$ cat src/stt_pkg.sv
// Shared types, token codes and character-class helpers for the source text tokenizer.
`timescale 1ns / 1ps

package stt_pkg;

  // Largest value a span offset or length can carry
  localparam logic [23:0] SPAN_MAX = 24'hFFFFFF;
  localparam int unsigned OFFSET_BITS_DEF = 24;

  // Token kinds
  localparam logic [5:0] K_EOF = 6'd0, K_ERROR = 6'd1, K_SYMBOL = 6'd2, K_LBRACE = 6'd3,
    K_RBRACE = 6'd4, K_LPAREN = 6'd5, K_RPAREN = 6'd6, K_LBRACK = 6'd7, K_RBRACK = 6'd8,
    K_QUEST = 6'd9, K_COLON = 6'd10, K_SEMI = 6'd11, K_COMMA = 6'd12, K_DOT = 6'd13,
    K_DOLLAR = 6'd14, K_ASSIGN = 6'd15, K_PLUS = 6'd16, K_MINUS = 6'd17, K_STAR = 6'd18,
    K_SLASH = 6'd19, K_PERCENT = 6'd20, K_PLUS_EQ = 6'd21, K_MINUS_EQ = 6'd22,
    K_STAR_EQ = 6'd23, K_SLASH_EQ = 6'd24, K_EQ = 6'd25, K_NE = 6'd26, K_LT = 6'd27,
    K_GT = 6'd28, K_LE = 6'd29, K_GE = 6'd30, K_LAND = 6'd31, K_LOR = 6'd32, K_NOT = 6'd33,
    K_AND = 6'd34, K_OR = 6'd35, K_XOR = 6'd36, K_TILDE = 6'd37;

  // Symbol classes
  localparam logic [2:0] C_NONE = 3'd0, C_IDENT = 3'd1, C_NUMBER = 3'd2, C_STRING = 3'd3,
    C_KEYWORD = 3'd4;

  // Error codes
  localparam logic [1:0] E_NONE = 2'd0, E_STRING = 2'd1, E_COMMENT = 2'd2, E_BYTE = 2'd3;

  localparam logic [3:0] KW_NONE = 4'd0;
  localparam int unsigned KW_TRUE = 14;

  // Keyword text, first character in the low byte, zero padded
  localparam logic [63:0] KW_TEXT [16] = '{
    64'h7361, 64'h6b61657262, 64'h65736163, 64'h65756e69746e6f63, 64'h746c7561666564,
    64'h6f64, 64'h65736c65, 64'h726f66, 64'h6669, 64'h6e7275746572, 64'h666c6573,
    64'h686374697773, 64'h726176, 64'h656c696877, 64'h65757274, 64'h65736c6166
  };

  typedef enum logic [3:0] {
    M_IDLE, M_IDENT, M_ZERO, M_INT, M_DOT_NUM, M_FRAC, M_HEX, M_BIN, M_OCT,
    M_DOT_WAIT, M_OP_WAIT, M_LINE, M_BLOCK, M_BLOCK_STAR, M_STRING
  } scan_mode_e;

  // One result as it leaves the block
  typedef struct packed {
    logic [5:0]  kind;
    logic [2:0]  cls;
    logic [3:0]  kw;
    logic [1:0]  err;
    logic [23:0] off;
    logic [23:0] len;
    logic        last;
  } res_t;

  // Outcome of starting a new token on one byte
  typedef struct packed {
    scan_mode_e mode;
    logic       emit;
    logic [5:0] kind;
    logic [1:0] err;
  } fresh_t;

  function automatic logic is_digit(input logic [7:0] b);
    return b >= "0" && b <= "9";
  endfunction

  function automatic logic is_alpha(input logic [7:0] b);
    return (b >= "a" && b <= "z") || (b >= "A" && b <= "Z");
  endfunction

  function automatic logic is_word(input logic [7:0] b);
    return is_alpha(b) || is_digit(b) || b == "_";
  endfunction

  function automatic logic is_xdigit(input logic [7:0] b);
    return is_digit(b) || (b >= "a" && b <= "f") || (b >= "A" && b <= "F");
  endfunction

  function automatic logic is_space(input logic [7:0] b);
    return b == " " || (b >= 8'd9 && b <= 8'd13);
  endfunction

  function automatic logic is_suffix(input logic [7:0] b);
    return b == "f" || b == "F" || b == "d" || b == "D";
  endfunction

  function automatic logic is_op_start(input logic [7:0] b);
    return b == "=" || b == "!" || b == "<" || b == ">" || b == "+" || b == "-" ||
           b == "*" || b == "&" || b == "|" || b == "/";
  endfunction

  function automatic logic [5:0] single_kind(input logic [7:0] b);
    logic [5:0] k;
    case (b)
      "{": k = K_LBRACE;   "}": k = K_RBRACE;  "(": k = K_LPAREN; ")": k = K_RPAREN;
      "[": k = K_LBRACK;   "]": k = K_RBRACK;  "?": k = K_QUEST;  ":": k = K_COLON;
      ";": k = K_SEMI;     ",": k = K_COMMA;   "$": k = K_DOLLAR; "~": k = K_TILDE;
      "^": k = K_XOR;      "%": k = K_PERCENT;
      default: k = K_EOF;
    endcase
    return k;
  endfunction

  function automatic logic [5:0] op_one(input logic [7:0] c);
    logic [5:0] k;
    case (c)
      "=": k = K_ASSIGN; "!": k = K_NOT;   "<": k = K_LT;    ">": k = K_GT;
      "+": k = K_PLUS;   "-": k = K_MINUS; "*": k = K_STAR;  "&": k = K_AND;
      "|": k = K_OR;
      default: k = K_SLASH;
    endcase
    return k;
  endfunction

  // Two-character operator, K_EOF when the pair is not one
  function automatic logic [5:0] op_two(input logic [7:0] c, input logic [7:0] b);
    logic [5:0] k;
    k = K_EOF;
    if (c == "&") begin
      k = (b == "&") ? K_LAND : K_EOF;
    end else if (c == "|") begin
      k = (b == "|") ? K_LOR : K_EOF;
    end else if (b == "=") begin
      case (c)
        "=": k = K_EQ;      "!": k = K_NE;       "<": k = K_LE;      ">": k = K_GE;
        "+": k = K_PLUS_EQ; "-": k = K_MINUS_EQ; "*": k = K_STAR_EQ;
        default: k = K_SLASH_EQ;
      endcase
    end
    return k;
  endfunction

  function automatic fresh_t fresh_f(input logic [7:0] b);
    fresh_t f;
    f.mode = M_IDLE;
    f.emit = 1'b0;
    f.kind = K_EOF;
    f.err  = E_NONE;
    if (is_space(b)) begin
      f.mode = M_IDLE;
    end else if (is_alpha(b) || b == "_") begin
      f.mode = M_IDENT;
    end else if (is_digit(b)) begin
      f.mode = (b == "0") ? M_ZERO : M_INT;
    end else if (b == ".") begin
      f.mode = M_DOT_WAIT;
    end else if (b == "\"") begin
      f.mode = M_STRING;
    end else if (single_kind(b) != K_EOF) begin
      f.emit = 1'b1;
      f.kind = single_kind(b);
    end else if (is_op_start(b)) begin
      f.mode = M_OP_WAIT;
    end else begin
      f.emit = 1'b1;
      f.kind = K_ERROR;
      f.err  = E_BYTE;
    end
    return f;
  endfunction

endpackage

$ cat src/source_text_tokenizer.sv
// Streaming lexical tokenizer: one source byte per request, up to three tokens out.
//
//   channel | signals                          | carries
//   --------+----------------------------------+------------------------------------------
//   in      | in_valid_i / in_ready_o          | byte_in_i, end_flag_i
//   out     | out_valid_o / out_ready_i        | token fields, span, last_of_run_o
//
// A byte is scanned in the cycle it is taken; its tokens land in a three-entry result
// buffer and leave one per cycle unless the output stalls. A byte that completes at most
// one token does not hold the input, so plain text goes at one byte per cycle while the
// output flows; a byte that completes more tokens holds the input while the buffer
// drains. Reset is asynchronous and returns the scanner to idle at offset zero.
// Stalls hold the buffer; input is taken when it is empty or its last entry is leaving.
`timescale 1ns / 1ps

module source_text_tokenizer #(
  parameter int unsigned OFFSET_BITS = stt_pkg::OFFSET_BITS_DEF
) (
  input  logic        clk_i,
  input  logic        rst_ni,
  input  logic        in_valid_i,
  output logic        in_ready_o,
  input  logic [7:0]  byte_in_i,
  input  logic        end_flag_i,
  output logic        out_valid_o,
  input  logic        out_ready_i,
  output logic [5:0]  token_kind_o,
  output logic [2:0]  symbol_class_o,
  output logic [3:0]  keyword_index_o,
  output logic [1:0]  error_code_o,
  output logic [23:0] span_offset_o,
  output logic [23:0] span_length_o,
  output logic        last_of_run_o
);
  import stt_pkg::*;

  localparam int unsigned OW = OFFSET_BITS;
  localparam logic [OW-1:0] POS_MAX = '1;

  // Scanner state
  scan_mode_e    mode_q, mode_d;
  logic [OW-1:0] pos_q, pos_d;
  logic [OW-1:0] start_q, start_d;
  logic [OW-1:0] dot_q, dot_d;
  logic [63:0]   prefix_q, prefix_d;
  logic [3:0]    wlen_q, wlen_d;
  logic [7:0]    pend_q, pend_d;

  // Result buffer
  res_t       buf_q [3];
  res_t       res_w [3];
  logic [1:0] cnt_q;
  logic [1:0] n_w;

  logic       in_take, out_take;
  logic [7:0] b;
  logic [OW-1:0] pos_inc;
  fresh_t     fr;

  assign b        = byte_in_i;
  assign pos_inc  = (pos_q == POS_MAX) ? POS_MAX : pos_q + 1'b1;
  assign fr       = fresh_f(b);
  assign out_take = out_valid_o && out_ready_i;
  assign in_ready_o = (cnt_q == 2'd0) || (cnt_q == 2'd1 && out_ready_i);
  assign in_take  = in_valid_i && in_ready_o;

  function automatic logic [23:0] clamp(input logic [OW-1:0] v);
    return (32'(v) > 32'(SPAN_MAX)) ? SPAN_MAX : 24'(32'(v));
  endfunction

  function automatic res_t mk(input logic [5:0] kind, input logic [2:0] cls,
                              input logic [3:0] kw, input logic [1:0] err,
                              input logic [OW-1:0] s, input logic [OW-1:0] e);
    res_t r;
    r.kind = kind;
    r.cls  = cls;
    r.kw   = kw;
    r.err  = err;
    r.off  = clamp(s);
    r.len  = (e >= s) ? clamp(e - s) : 24'd0;
    r.last = 1'b0;
    return r;
  endfunction

  // Word token: keyword, true/false as numbers, otherwise identifier
  function automatic res_t word_res(input logic [OW-1:0] s, input logic [OW-1:0] e,
                                    input logic [63:0] pfx, input logic [3:0] wl);
    res_t r;
    r = mk(K_SYMBOL, C_IDENT, KW_NONE, E_NONE, s, e);
    if (wl <= 4'd8) begin
      for (int i = 0; i < 16; i++) begin
        if (pfx == KW_TEXT[i] && r.cls == C_IDENT) begin
          if (i >= KW_TRUE) begin
            r.cls = C_NUMBER;
          end else begin
            r.cls = C_KEYWORD;
            r.kw  = 4'(i);
          end
        end
      end
    end
    return r;
  endfunction

  // Number mode ends on this byte
  function automatic logic num_ends(input scan_mode_e m, input logic [7:0] c);
    logic r;
    case (m)
      M_ZERO:  r = !(c == "x" || c == "X" || c == "b" || c == "B" || c == "o" ||
                     c == "O" || is_digit(c) || c == ".");
      M_INT:   r = !(is_digit(c) || c == ".");
      M_FRAC:  r = !is_digit(c);
      M_HEX:   r = !is_xdigit(c);
      M_BIN:   r = !(c == "0" || c == "1");
      M_OCT:   r = (c < "0" || c > "7");
      default: r = 1'b0;
    endcase
    return r;
  endfunction

  // Results of one request, in order
  always_comb begin
    logic do_fresh;
    logic [5:0] k2;
    n_w = 2'd0;
    do_fresh = 1'b0;
    k2 = op_two(pend_q, b);
    for (int i = 0; i < 3; i++) res_w[i] = '0;
    if (end_flag_i) begin
      case (mode_q)
        M_IDENT: begin
          res_w[n_w] = word_res(start_q, pos_q, prefix_q, wlen_q); n_w = n_w + 2'd1;
        end
        M_ZERO, M_INT, M_FRAC, M_HEX, M_BIN, M_OCT: begin
          res_w[n_w] = mk(K_SYMBOL, C_NUMBER, KW_NONE, E_NONE, start_q, pos_q);
          n_w = n_w + 2'd1;
        end
        M_DOT_NUM: begin
          res_w[n_w] = mk(K_SYMBOL, C_NUMBER, KW_NONE, E_NONE, start_q, dot_q);
          n_w = n_w + 2'd1;
          res_w[n_w] = mk(K_DOT, C_NONE, KW_NONE, E_NONE, dot_q, pos_q); n_w = n_w + 2'd1;
        end
        M_DOT_WAIT: begin
          res_w[n_w] = mk(K_DOT, C_NONE, KW_NONE, E_NONE, start_q, pos_q); n_w = n_w + 2'd1;
        end
        M_OP_WAIT: begin
          res_w[n_w] = mk(op_one(pend_q), C_NONE, KW_NONE, E_NONE, start_q, pos_q);
          n_w = n_w + 2'd1;
        end
        M_BLOCK, M_BLOCK_STAR: begin
          res_w[n_w] = mk(K_ERROR, C_NONE, KW_NONE, E_COMMENT, start_q, pos_q);
          n_w = n_w + 2'd1;
        end
        M_STRING: begin
          res_w[n_w] = mk(K_ERROR, C_NONE, KW_NONE, E_STRING, start_q, pos_q);
          n_w = n_w + 2'd1;
        end
        default: ;
      endcase
      res_w[n_w] = mk(K_EOF, C_NONE, KW_NONE, E_NONE, pos_q, pos_q);
      n_w = n_w + 2'd1;
    end else begin
      case (mode_q)
        M_IDENT: begin
          if (!is_word(b)) begin
            res_w[n_w] = word_res(start_q, pos_q, prefix_q, wlen_q); n_w = n_w + 2'd1;
            do_fresh = 1'b1;
          end
        end
        M_ZERO, M_INT, M_FRAC, M_HEX, M_BIN, M_OCT: begin
          if (num_ends(mode_q, b)) begin
            if (is_suffix(b)) begin
              res_w[n_w] = mk(K_SYMBOL, C_NUMBER, KW_NONE, E_NONE, start_q, pos_inc);
              n_w = n_w + 2'd1;
            end else begin
              res_w[n_w] = mk(K_SYMBOL, C_NUMBER, KW_NONE, E_NONE, start_q, pos_q);
              n_w = n_w + 2'd1;
              do_fresh = 1'b1;
            end
          end
        end
        M_DOT_NUM: begin
          if (!is_digit(b)) begin
            res_w[n_w] = mk(K_SYMBOL, C_NUMBER, KW_NONE, E_NONE, start_q, dot_q);
            n_w = n_w + 2'd1;
            res_w[n_w] = mk(K_DOT, C_NONE, KW_NONE, E_NONE, dot_q, pos_q); n_w = n_w + 2'd1;
            do_fresh = 1'b1;
          end
        end
        M_DOT_WAIT: begin
          if (!is_digit(b)) begin
            res_w[n_w] = mk(K_DOT, C_NONE, KW_NONE, E_NONE, start_q, pos_q);
            n_w = n_w + 2'd1;
            do_fresh = 1'b1;
          end
        end
        M_OP_WAIT: begin
          if (!(pend_q == "/" && (b == "/" || b == "*"))) begin
            if (k2 != K_EOF) begin
              res_w[n_w] = mk(k2, C_NONE, KW_NONE, E_NONE, start_q, pos_inc);
              n_w = n_w + 2'd1;
            end else begin
              res_w[n_w] = mk(op_one(pend_q), C_NONE, KW_NONE, E_NONE, start_q, pos_q);
              n_w = n_w + 2'd1;
              do_fresh = 1'b1;
            end
          end
        end
        M_STRING: begin
          if (b == "\"") begin
            res_w[n_w] = mk(K_SYMBOL, C_STRING, KW_NONE, E_NONE, start_q, pos_inc);
            n_w = n_w + 2'd1;
          end
        end
        M_LINE, M_BLOCK, M_BLOCK_STAR: ;
        default: do_fresh = 1'b1;
      endcase
      if (do_fresh && fr.emit) begin
        res_w[n_w] = mk(fr.kind, C_NONE, KW_NONE, fr.err, pos_q, pos_inc);
        n_w = n_w + 2'd1;
      end
    end
    if (n_w != 2'd0) res_w[n_w - 2'd1].last = 1'b1;
  end

  // Next scanner state
  always_comb begin
    logic go_fresh;
    go_fresh = 1'b0;
    mode_d   = mode_q;
    pos_d    = pos_q;
    start_d  = start_q;
    dot_d    = dot_q;
    prefix_d = prefix_q;
    wlen_d   = wlen_q;
    pend_d   = pend_q;
    if (end_flag_i) begin
      mode_d   = M_IDLE;
      pos_d    = '0;
      start_d  = '0;
      dot_d    = '0;
      prefix_d = '0;
      wlen_d   = '0;
      pend_d   = '0;
    end else begin
      pos_d = pos_inc;
      case (mode_q)
        M_IDENT: begin
          if (is_word(b)) begin
            if (wlen_q < 4'd8) prefix_d = prefix_q | (64'(b) << {wlen_q[2:0], 3'b000});
            if (wlen_q < 4'd9) wlen_d = wlen_q + 4'd1;
          end else begin
            go_fresh = 1'b1;
          end
        end
        M_ZERO, M_INT, M_FRAC, M_HEX, M_BIN, M_OCT: begin
          if (num_ends(mode_q, b)) begin
            if (is_suffix(b)) mode_d = M_IDLE;
            else go_fresh = 1'b1;
          end else if (mode_q == M_ZERO && (b == "x" || b == "X")) begin
            mode_d = M_HEX;
          end else if (mode_q == M_ZERO && (b == "b" || b == "B")) begin
            mode_d = M_BIN;
          end else if (mode_q == M_ZERO && (b == "o" || b == "O")) begin
            mode_d = M_OCT;
          end else if ((mode_q == M_ZERO || mode_q == M_INT) && b == ".") begin
            mode_d = M_DOT_NUM;
            dot_d  = pos_q;
          end else if (mode_q == M_ZERO) begin
            mode_d = M_INT;
          end
        end
        M_DOT_NUM, M_DOT_WAIT: begin
          if (is_digit(b)) mode_d = M_FRAC;
          else go_fresh = 1'b1;
        end
        M_OP_WAIT: begin
          if (pend_q == "/" && b == "/") mode_d = M_LINE;
          else if (pend_q == "/" && b == "*") mode_d = M_BLOCK;
          else if (op_two(pend_q, b) != K_EOF) mode_d = M_IDLE;
          else go_fresh = 1'b1;
        end
        M_LINE: begin
          if (b == 8'h0A) mode_d = M_IDLE;
        end
        M_BLOCK: begin
          if (b == "*") mode_d = M_BLOCK_STAR;
        end
        M_BLOCK_STAR: begin
          if (b == "/") mode_d = M_IDLE;
          else if (b != "*") mode_d = M_BLOCK;
        end
        M_STRING: begin
          if (b == "\"") mode_d = M_IDLE;
        end
        default: go_fresh = 1'b1;
      endcase
      if (go_fresh) begin
        mode_d  = fr.mode;
        start_d = pos_q;
        if (fr.mode == M_IDENT) begin
          prefix_d = 64'(b);
          wlen_d   = 4'd1;
        end
        if (fr.mode == M_OP_WAIT) pend_d = b;
      end
    end
  end

  // Scanner registers
  always_ff @(posedge clk_i or negedge rst_ni) begin
    if (!rst_ni) begin
      mode_q   <= M_IDLE;
      pos_q    <= '0;
      start_q  <= '0;
      dot_q    <= '0;
      prefix_q <= '0;
      wlen_q   <= '0;
      pend_q   <= '0;
    end else if (in_take) begin
      mode_q   <= mode_d;
      pos_q    <= pos_d;
      start_q  <= start_d;
      dot_q    <= dot_d;
      prefix_q <= prefix_d;
      wlen_q   <= wlen_d;
      pend_q   <= pend_d;
    end
  end

  // Result buffer count
  always_ff @(posedge clk_i or negedge rst_ni) begin
    if (!rst_ni) begin
      cnt_q <= 2'd0;
    end else if (in_take) begin
      cnt_q <= n_w;
    end else if (out_take) begin
      cnt_q <= cnt_q - 2'd1;
    end
  end

  // Result buffer payload: load on a request, shift down as results leave
  always_ff @(posedge clk_i) begin
    if (in_take) begin
      buf_q <= res_w;
    end else if (out_take) begin
      buf_q[0] <= buf_q[1];
      buf_q[1] <= buf_q[2];
    end
  end

  assign out_valid_o     = (cnt_q != 2'd0);
  assign token_kind_o    = buf_q[0].kind;
  assign symbol_class_o  = buf_q[0].cls;
  assign keyword_index_o = buf_q[0].kw;
  assign error_code_o    = buf_q[0].err;
  assign span_offset_o   = buf_q[0].off;
  assign span_length_o   = buf_q[0].len;
  assign last_of_run_o   = buf_q[0].last;

endmodule
$ cat config.mk
export PLATFORM = sky130hd
export DESIGN_NAME = source_text_tokenizer
export DESIGN_NICKNAME = d
export VERILOG_FILES = /design/src/stt_pkg.sv /design/src/source_text_tokenizer.sv
export SDC_FILE = /design/constraint.sdc
export NUM_CORES = 1
export LEC_CHECK = 0
export BUFFER_PORTS_ARGS = -buffer_cell sky130_fd_sc_hd__buf_2
export CORE_MARGIN = 2
export CORE_UTILIZATION = 40
export CTS_CLUSTER_DIAMETER = 80
export CTS_CLUSTER_SIZE = 25
export DETAILED_ROUTE_END_ITERATION = 12
export PLACE_DENSITY = 0.57
export SYNTH_ARGS = -nofsm -noshare
export SYNTH_HDL_FRONTEND = slang
export SYNTH_SLANG_ARGS = --single-unit
$ cat constraint.sdc
create_clock -name clk_i -period 4.5 [get_ports clk_i]
set_clock_uncertainty 0.15 [all_clocks]
set_input_delay 0.225 -clock clk_i [delete_from_list [all_inputs] [get_ports clk_i]]
set_output_delay 0.225 -clock clk_i [all_outputs]
set_load 0.05 [all_outputs]
==> results of run 1 <==
cells by family (layout without fill, tap and decap cells):
group | count (synthesis) | in the layout
flip-flops | 330 | 330
AO/OA/AOI/OAI | 912 | 912
buffers and inverters | 343 | 486
adder cells (fa/ha/maj) | 116 | 116
XOR/XNOR | 100 | 100
AND/OR/NAND/NOR | 1056 | 1056
other | 0 | 1
multiplexers | 8 | 8
through the flow:
stage	power [mW]	TNS (ns)	instance area (sq um)	cells	hold slack (ns)
5_1_grt	26.2	-0.0570	28100	3790	0.0687
3_3_place_gp	21.4	-0.248	26700	3727	0.105
3_5_place_dp	21.5	-0.963	26700	3727	0.119
4_1_cts	24.6	0	27900	3788	0.0449
2_1_floorplan	14.7	0	24500	2865	-0.221
6_report	25.2	0	28100	3791	0.0161
routing by layer:
layer  part of all wire  routed length, um  vias to the layer above  global-route usage
met5                  0                  0                        -                   0
met3              0.053               5260                      223              0.0284
met4              0.067               6670                        0               0.184
met1               0.40              39700                    11700               0.380
li1                   -                  -                    10800                   -
met2               0.48              48000                      959               0.522
power breakdown:
group / switching (mW) / internal, mW
Sequential: 0.440 / 4.10
Clock: 1.49 / 1.54
Combinational: 11.4 / 6.22
Total: 13.3 / 11.9
flip-flops by register name, summed over array words and instances (netlist names):
register	flops
wlen_q	4
token_kind_o	6
span_offset_o	24
last_of_run_o	1
error_code_o	2
dot_q	24
cnt_q	2
symbol_class_o	3
pos_q	24
prefix_q	64
mode_q	4
pend_q	8
span_length_o	24
buf_q	112
keyword_index_o	4
start_q	24
area by class of cell:
type	count	area, sq um	share of cell area
multi-input combinational	2192	14000	0.498
antenna	1	2.50	0.0000892
sequential	330	9140	0.326
timing repair buffer	322	2410	0.0857
clock buffer	29	726	0.0259
tap	782	978	0.0349
clock inverter	25	422	0.0150
inverter	110	415	0.0148
worst max-delay path by stage:
stage / startpoint / endpoint / slack, ns
detailed placement: pos_q[1] / span_length_o[2] / -0.11
global route: pos_q[1] / span_length_o[23] / -0.05
finish: pos_q[1] / span_length_o[23] / 0.15
CTS: pos_q[1] / span_length_o[23] / 0.002
global placement: dot_q[0] / span_length_o[2] / -0.07
floorplan: pos_q[1] / span_length_o[23] / 0.007
critical path, cell delays in order (launching register included):
cell and delay [ns]:
dfrtp_2 0.37, ha_1 0.18, nand4_1 0.14, or4_4 0.47, or2_4 0.32, a21oi_4 0.17, ha_4 0.22, buf_4 0.13
and3_1 0.20, o2bb2ai_1 0.16, a221oi_2 0.29, nand3_1 0.18, a311oi_2 0.35, o21ai_1 0.11, xor2_1 0.16, a22oi_1 0.16
o21ai_1 0.09, a211o_1 0.29
cell usage in the layout (no fill, tap or decap), drive strengths merged, types with 66 or more instances in the layout:
cell type  count
nand2        334
nor2         254
o21ai        240
edfxtp       176
a22oi         89
buf          315
a21oi        165
inv          122
a31oi         76
ha           112
xnor2         66
nand3         71
dfrtp        154
timing repair:
item                       in CTS  in global routing
hold buffers                    7                  0
setup buffers                   0                  2
hold endpoints to repair       82                  0
pin swaps                       2                 11
resized for setup               4                 39
setup endpoints to repair      18                 26
==> impl_metrics.json, run 1 <==
{
  "status": "complete, no violations",
  "synthAdderAreaFrac": 0.0605,
  "ys_ff_latch": 330,
  "die-area_sq_um": 63200,
  "yosysSeqAreaShare": 0.373,
  "fin_crit_sh": 0.967,
  "power_density_nw_per_um2": 896,
  "drive_gt1_frac": 0.153,
  "cp.arrival_ns": 4.58,
  "coreArea_sq_um": 60500,
  "crit_type": "reg -> reg",
  "fp.dieH_um": 251,
  "ir_drop_mv": 0.547,
  "postSynth.asyncResetShare": 0.467,
  "drtIter0Drc": 2694,
  "die_x_um": 251,
  "pin_count": 79,
  "htreeDepth": 1,
  "syn-num-nets": 2994,
  "place.gp.congestion": 1.03,
  "vias": 23800,
  "postLayoutCoreUtil": 0.464,
  "regToRegEndpoint": "span_length_o[23]",
  "grt_pass1_wl_mm": 147,
  "syn_avg_cell_area_sq_um": 8.54,
  "ys_top_cells_by_count": "334 x nand2_1, 253 x nor2_1, 214 x o21ai_0",
  "setup_viol": 0,
  "worstHoldPathType": "in -> async",
  "max_freq_mhz": 230,
  "drtAntennaViolNets": 0,
  "clockRootBuffer": "clkbuf_16",
  "synth.largest_area_cell": "edfxtp_1",
  "worstPathRequired_ns": 4.73,
  "dp_hpwl_mm": 74.6,
  "netlist.area_leader.share": 0.216,
  "yosys.area_share.xor_xnor": 0.0358,
  "clock_latency_ns": 0.61,
  "antenna_found_initial": 3,
  "fillers": 5937,
  "synth_top_family_by_area": "compound AO/OA/AOI/OAI gates",
  "avgRoutedWirePerCell_um": 26.3,
  "yosysMostFrequentCell": "nand2_1",
  "finalHoldViolCount": 0,
  "finalMaxSlewViolations": 0,
  "reg2reg_depth": 17,
  "nets": 3114,
  "relSlewSlack": 0.296,
  "synth_simple_gate_area_share": 0.214,
  "synthDistinctLibCells": 104,
  "initial_core_util": 0.405,
  "rows": 90,
  "end_kind": "flop",
  "cts_tree": "yes",
  "synth_cells": 2865,
  "cts-buffers-inserted": 29,
  "timing.final.ws_setup_ns": 0.151,
  "grt_max_degree": 101,
  "clockBufferDepth": 3,
  "finalCriticalPeriod_ns": 4.35,
  "synth_edf_count": 176,
  "grt_pass1_vias": 23100,
  "synth_compound_area_frac": 0.248,
  "dr.pass1.iters": 5,
  "leakage_nw": 11.4,
  "tightest_slew_ns": 1.04,
  "cp_max_fo": 7,
  "routed_wl_mm": 99.7,
  "syn_area_sq_um": 24500,
  "synth.yosys.warnings": 0,
  "r2r_slack_ns": 0.15,
  "area_growth_pct": 14.7,
  "cp-start-kind": "flop",
  "clock-sinks": 330,
  "max_cap_violations": 0,
  "track_usage": 0.308,
  "rsz0062_at_grt": "true",
  "reg2reg_from": "pos_q[1]",
  "io_buffers": 78,
  "synth_area_leaders": "edfxtp_1 22%, dfrtp_1 16%, ha_1 5.7%",
  "synthFlopType": "edfxtp_1",
  "route.detailed.drc": 0,
  "synthMuxAreaShare": 0.00353,
  "place_ws_ns": -0.110,
  "gr-total-overflow": 0,
  "viasPerCell": 6.27,
  "clkTransAtPathRegs_ns": 0.10
}
Power figures use the tool's default switching activity.
==> run 2, diff against run 1 <==
--- a/config.mk
+++ b/config.mk
@@ -6,12 +6,14 @@
 export NUM_CORES = 1
 export LEC_CHECK = 0
 export BUFFER_PORTS_ARGS = -buffer_cell sky130_fd_sc_hd__buf_2
+export CELL_PAD_IN_SITES_DETAIL_PLACEMENT = 1
+export CELL_PAD_IN_SITES_GLOBAL_PLACEMENT = 2
 export CORE_MARGIN = 2
-export CORE_UTILIZATION = 40
+export CORE_UTILIZATION = 36
 export CTS_CLUSTER_DIAMETER = 80
 export CTS_CLUSTER_SIZE = 25
 export DETAILED_ROUTE_END_ITERATION = 12
-export PLACE_DENSITY = 0.57
+export PLACE_DENSITY = 0.78
 export SYNTH_ARGS = -nofsm -noshare
 export SYNTH_HDL_FRONTEND = slang
 export SYNTH_SLANG_ARGS = --single-unit
==> run 2 against run 1 <==
  * Via count grew 2.8%
  * Critical path depth is 1 higher
  * Clock power fell by 3%
==> impl_metrics.json, run 2 (synthesis gave the netlist of run 1 again) <==
{
  "status": "complete, no violations",
  "power_density_nw_per_um2": 849,
  "die-area_sq_um": 70100,
  "leakage_nw": 11.6,
  "grt_pass1_vias": 25300,
  "cp-start-kind": "flop",
  "finalCriticalPeriod_ns": 4.45,
  "gr-total-overflow": 0,
  "rsz0062_at_grt": "true",
  "place_ws_ns": -0.184,
  "clock_latency_ns": 0.63,
  "placed_area_sq_um": 26900,
  "grt_max_degree": 126,
  "critPathLaunch": "pos_q[12]",
  "top_register": "buf_q",
  "clkTransAtPathRegs_ns": 0.09,
  "ir_drop_mv": 0.471,
  "largest_reg_flops": 112,
  "end_kind": "flop",
  "avgRoutedWirePerCell_um": 27.2,
  "finalNonFillerCells": 3918,
  "viasPerCell": 6.24,
  "cts-buffers-inserted": 31,
  "nets": 3150,
  "reg2reg_depth": 18,
  "initial_core_util": 0.364,
  "vias": 24400,
  "antenna_found_initial": 0,
  "relSlewSlack": 0.373,
  "final.setup.tns_ns": 0,
  "coreArea_sq_um": 67300,
  "clockRootBuffer": "clkbuf_16",
  "cp_max_fo": 9,
  "drtAntennaViolNets": 0,
  "track_usage": 0.295,
  "crit_type": "reg -> reg",
  "final_cell_mix": "324 x nand2_1, 253 x buf_4, 243 x nor2_1",
  "r2r_slack_ns": 0.05,
  "rows": 95,
  "reg2reg_from": "pos_q[12]",
  "crit_end": "span_length_o[23]",
  "clock-sinks": 330,
  "htreeDepth": 1,
  "top_regs": "buf_q (112), prefix_q (64)",
  "fp.dieH_um": 265,
  "setup_viol": 0,
  "regToRegEndpoint": "span_length_o[23]",
  "timing.final.ws_setup_ns": 0.0489,
  "antenna_cells": 0,
  "route.detailed.drc": 0,
  "max_cap_violations": 0,
  "dp_hpwl_mm": 79.1,
  "cts_tree": "yes",
  "finalMaxSlewViolations": 0,
  "final_common_cell": "nand2_1",
  "routed_wl_mm": 107,
  "die_x_um": 265,
  "pin_count": 79,
  "drive_gt1_frac": 0.178,
  "drtIter0Drc": 2063,
  "fin_crit_sh": 0.989,
  "place.gp.congestion": 1.02,
  "dr.pass1.iters": 7,
  "dp_cells": 3847,
  "tightest_slew_ns": 0.940,
  "finalHoldViolCount": 0,
  "final_cell_area_sq_um": 28600,
  "cp.arrival_ns": 4.68,
  "worstPathRequired_ns": 4.73,
  "fillers": 7832,
  "worstHoldPathType": "in -> reg",
  "max_freq_mhz": 225,
  "grt_pass1_wl_mm": 159,
  "io_buffers": 78,
  "clockBufferDepth": 3,
  "area_growth_pct": 17.1
}
[run 2: cell types whose count changed in the layout (fill, tap and decap cells not counted), sizes merged]
cell         before  now
buf             315  351
bufinv            4    0
clkinv            8   12
clkbuf           29   32
dlygate4sd3       7    4
clkinvlp          1    3
diode             1    0
inv             122  121
[run 2: repair_timing]
action,in CTS,in global routing
gates resized for setup,8,107
setup endpoints to repair,24,30
endpoints found under the hold margin,86,0
pin swaps,2,31
cloned,0,2
hold buffers,4,0
buffers inserted,1,7
[run 2: metal layers]
metal | global-route usage | up-vias | wire (um)
li1 | - | 10900 | -
met1 | 0.357 | 12300 | 42600
met2 | 0.509 | 909 | 51700
met3 | 0.0282 | 278 | 4820
met4 | 0.180 | 0 | 7580
met5 | 0 | - | 0
[run 2: worst min path at each step]
stage	startpoint	to	slack [ns]	depth (start not counted)
after floorplan	rst_ni	cnt_q[0]	-0.22	0
after global placement	rst_ni	pend_q[4]	0.18	1
after detailed placement	rst_ni	pend_q[5]	0.19	1
after CTS	byte_in_i[1]	pend_q[1]	0.004	3
after global routing	in_valid_i	wlen_q[0]	0.05	3
final	in_valid_i	wlen_q[0]	0.04	3
[run 2: per-stage QoR]
step	total power [mW]	hold WS (ns)	util
floorplan	14.7	-0.221	-
global placement	20.3	0.184	0.400
detailed placement	20.7	0.191	0.400
CTS	23.8	0.00393	0.418
global route	25.6	0.0490	0.426
finish	24.3	0.0356	0.426
[run 2: worst max-delay path, stage by stage, from the launching register on]
cell and delay [ns]:
dfrtp_1 0.40, nand4_1 0.19, or4_4 0.56, nor2_2 0.14, buf_4 0.20, nor2_1 0.08
buf_4 0.13, inv_1 0.05, ha_1 0.24, nor2b_1 0.15, o31a_1 0.29, o21bai_2 0.21
nand3_1 0.17, a311oi_2 0.41, o21ai_1 0.15, xor2_1 0.16, a22oi_1 0.16, o21ai_1 0.09
a211o_1 0.29
[run 2: final cells by class]
cell class / instances / area [sq um] / share of cell area
clock inverter: 26 / 344 / 0.0120
timing repair buffer: 356 / 2650 / 0.0926
tap: 873 / 1090 / 0.0381
sequential: 330 / 9140 / 0.319
clock buffer: 31 / 776 / 0.0271
inverter: 110 / 419 / 0.0146
multi-input combinational: 2192 / 14200 / 0.497
[run 2: report_power, final]
part | leakage, nW | total (mW) | internal (mW) | switching [mW]
combinational | 7.24 | 16.8 | 6.17 | 10.6
sequential | 3.85 | 4.59 | 4.10 | 0.491
clock | 0.532 | 2.93 | 1.39 | 1.54
total | 11.6 | 24.3 | 11.7 | 12.7
==> run 3, diff against run 2 <==
--- a/config.mk
+++ b/config.mk
@@ -13,7 +13,7 @@
 export CTS_CLUSTER_DIAMETER = 80
 export CTS_CLUSTER_SIZE = 25
 export DETAILED_ROUTE_END_ITERATION = 12
-export PLACE_DENSITY = 0.78
+export PLACE_DENSITY_LB_ADDON = 0.1
 export SYNTH_ARGS = -nofsm -noshare
 export SYNTH_HDL_FRONTEND = slang
 export SYNTH_SLANG_ARGS = --single-unit
==> run 3 against run 2 <==
  * Maximum frequency grew 0.93%
  * Clock power is essentially flat
  * Via count shrank 2.1%
  * Critical endpoint is now buf_q[67]
==> impl_metrics.json, run 3 (synthesis gave the netlist of run 1 again) <==
{
  "cp_max_fo": 16,
  "status": "complete, no violations",
  "final_cell_mix": "331 x nand2_1, 252 x buf_4, 244 x nor2_1",
  "worstPathRequired_ns": 4.71,
  "placed_area_sq_um": 27000,
  "track_usage": 0.309,
  "worst-path-stages": 15,
  "clock-sinks": 330,
  "cp_slowest_cell": "nor4_1",
  "worst_path_most_repeated_cell": "buf_4",
  "vias": 23900,
  "clockBufferDepth": 3,
  "antenna_found_initial": 2,
  "viasPerCell": 6.11,
  "timing.final.ws_setup_ns": 0.0900,
  "max_freq_mhz": 227,
  "fp.dieH_um": 265,
  "drtIter0Drc": 1760,
  "leakage_nw": 11.6,
  "dp_cells": 3845,
  "grt_max_degree": 114,
  "finalCriticalPeriod_ns": 4.41,
  "pin_count": 79,
  "cts_tree": "yes",
  "htreeDepth": 1,
  "critPathMaxStageDelay_ns": 0.68,
  "fin_crit_sh": 0.980,
  "grt_pass1_vias": 24800,
  "finalMaxSlewViolations": 0,
  "finalNonFillerCells": 3917,
  "use_met1": 0.373,
  "final_cell_area_sq_um": 28600,
  "power_density_nw_per_um2": 887,
  "top_register": "buf_q",
  "clkTransAtPathRegs_ns": 0.08,
  "nets": 3151,
  "relSlewSlack": 0.266,
  "worst-path-buf-inv": 4,
  "finalHoldViolCount": 0,
  "drtAntennaViolNets": 0,
  "coreArea_sq_um": 67300,
  "crit_type": "reg -> reg",
  "drive_gt1_frac": 0.171,
  "cts-buffers-inserted": 29,
  "end_kind": "flop",
  "dp_hpwl_mm": 83.2,
  "dr.pass1.iters": 6,
  "area_growth_pct": 17.0,
  "rows": 95,
  "max_cap_violations": 0,
  "ir_drop_mv": 0.521,
  "tightest_slew_ns": 1.10,
  "place.gp.congestion": 0.975,
  "setup_viol": 0,
  "top_regs": "buf_q (112), prefix_q (64)",
  "grtUsageMet2": 0.554,
  "avgRoutedWirePerCell_um": 28.3,
  "largest_reg_flops": 112,
  "fillers": 7816,
  "io_buffers": 78,
  "cp_cell_sequence": "buf_4 -> buf_4 -> ha_1 -> nand2_1 -> nor4_1 -> buf_4 -> nand2_1 -> o21ai_0 -> o21bai_1 -> o21ai_2 -> nand2b_1 -> nor4_1 -> buf_4 -> a22oi_1 -> o21ai_0",
  "reg2reg_depth": 15,
  "antenna_cells": 0,
  "routed_wl_mm": 111,
  "cp.arrival_ns": 4.62,
  "die-area_sq_um": 70100,
  "grt_pass1_wl_mm": 164,
  "initial_core_util": 0.364,
  "place_ws_ns": -0.146,
  "clockRootBuffer": "clkbuf_16",
  "grtUsageMet3": 0.0253,
  "die_x_um": 265,
  "clock_latency_ns": 0.62,
  "worstHoldPathType": "in -> async",
  "gr-total-overflow": 0,
  "route.detailed.drc": 0,
  "cp-start-kind": "flop",
  "gr-max-usage-layer": "met2",
  "final_common_cell": "nand2_1",
  "critPathTopFamily": "simple AND/OR/NAND/NOR gates"
}
run 3: cell count changes in the layout (fill, tap and decap cells not counted), sizes merged:
cell | before | now
clkinv | 12 | 8
inv | 121 | 124
clkinvlp | 3 | 1
dlygate4sd3 | 4 | 6
clkbuf | 32 | 31
or2 | 14 | 15
run 3: timing repair:
item,CTS,global route
pin swaps,1,25
resized for setup,11,83
buffers inserted,0,11
endpoints found under the hold margin,71,0
hold buffers,6,0
endpoints found under the setup margin,25,44
cloned,0,2
run 3: worst paths after layout:
check	from	end	slack, ns
worst max register to register	pos_q[9]	buf_q[67]	0.09
worst max-delay path	pos_q[9]	buf_q[67]	0.09
min in group clk_i	byte_in_i[6]	prefix_q[62]	0.07
worst min register to register	prefix_q[63]	prefix_q[63]	0.36
max in group asynchronous	rst_ni	prefix_q[19]	3.16
worst min-delay path	rst_ni	pend_q[4]	0.008
run 3: layout make-up:
type / count / area, sq um / share of cell area
multi-input cells: 2193 / 14100 / 0.494
flip-flops and latches: 330 / 9140 / 0.319
repair buffers: 358 / 2730 / 0.0954
well taps: 873 / 1090 / 0.0381
clock buffers: 30 / 751 / 0.0262
inverters: 110 / 415 / 0.0145
clock inverters: 23 / 363 / 0.0127
run 3: metrics by stage:
stage          TNS (ns)   util  total power, mW  hold WS (ns)
2_1_floorplan         0      -             14.7        -0.221
3_3_place_gp     -0.305  0.401             21.6         0.115
3_5_place_dp      -1.55  0.401             21.8         0.126
4_1_cts               0  0.419             24.9        0.0477
5_1_grt         -0.0383  0.426             26.6        0.0723
6_report              0  0.426             25.4       0.00775
run 3: worst reg2reg max path: cells and delay by family (launching register included):
kind / cells / cell delay (ns)
AND/OR/NAND/NOR: 5 / 1.37
adder cells (fa/ha/maj): 1 / 0.43
flip-flops: 1 / 0.38
AO/OA/AOI/OAI: 5 / 1.05
buffers and inverters: 4 / 0.79
run 3: report_power, final:
group | total [mW] | internal (mW) | switching (mW)
sequential | 4.55 | 4.10 | 0.455
clock | 2.94 | 1.38 | 1.56
combinational | 17.9 | 6.17 | 11.8
run 3: routing by layer:
metal / part of all wire / routed length [um] / vias to the layer above
met5: 0 / 0 / -
met2: 0.50 / 55800 / 599
li1: - / - / 10900
met3: 0.034 / 3810 / 184
met1: 0.41 / 45000 / 12200
met4: 0.055 / 6130 / 0
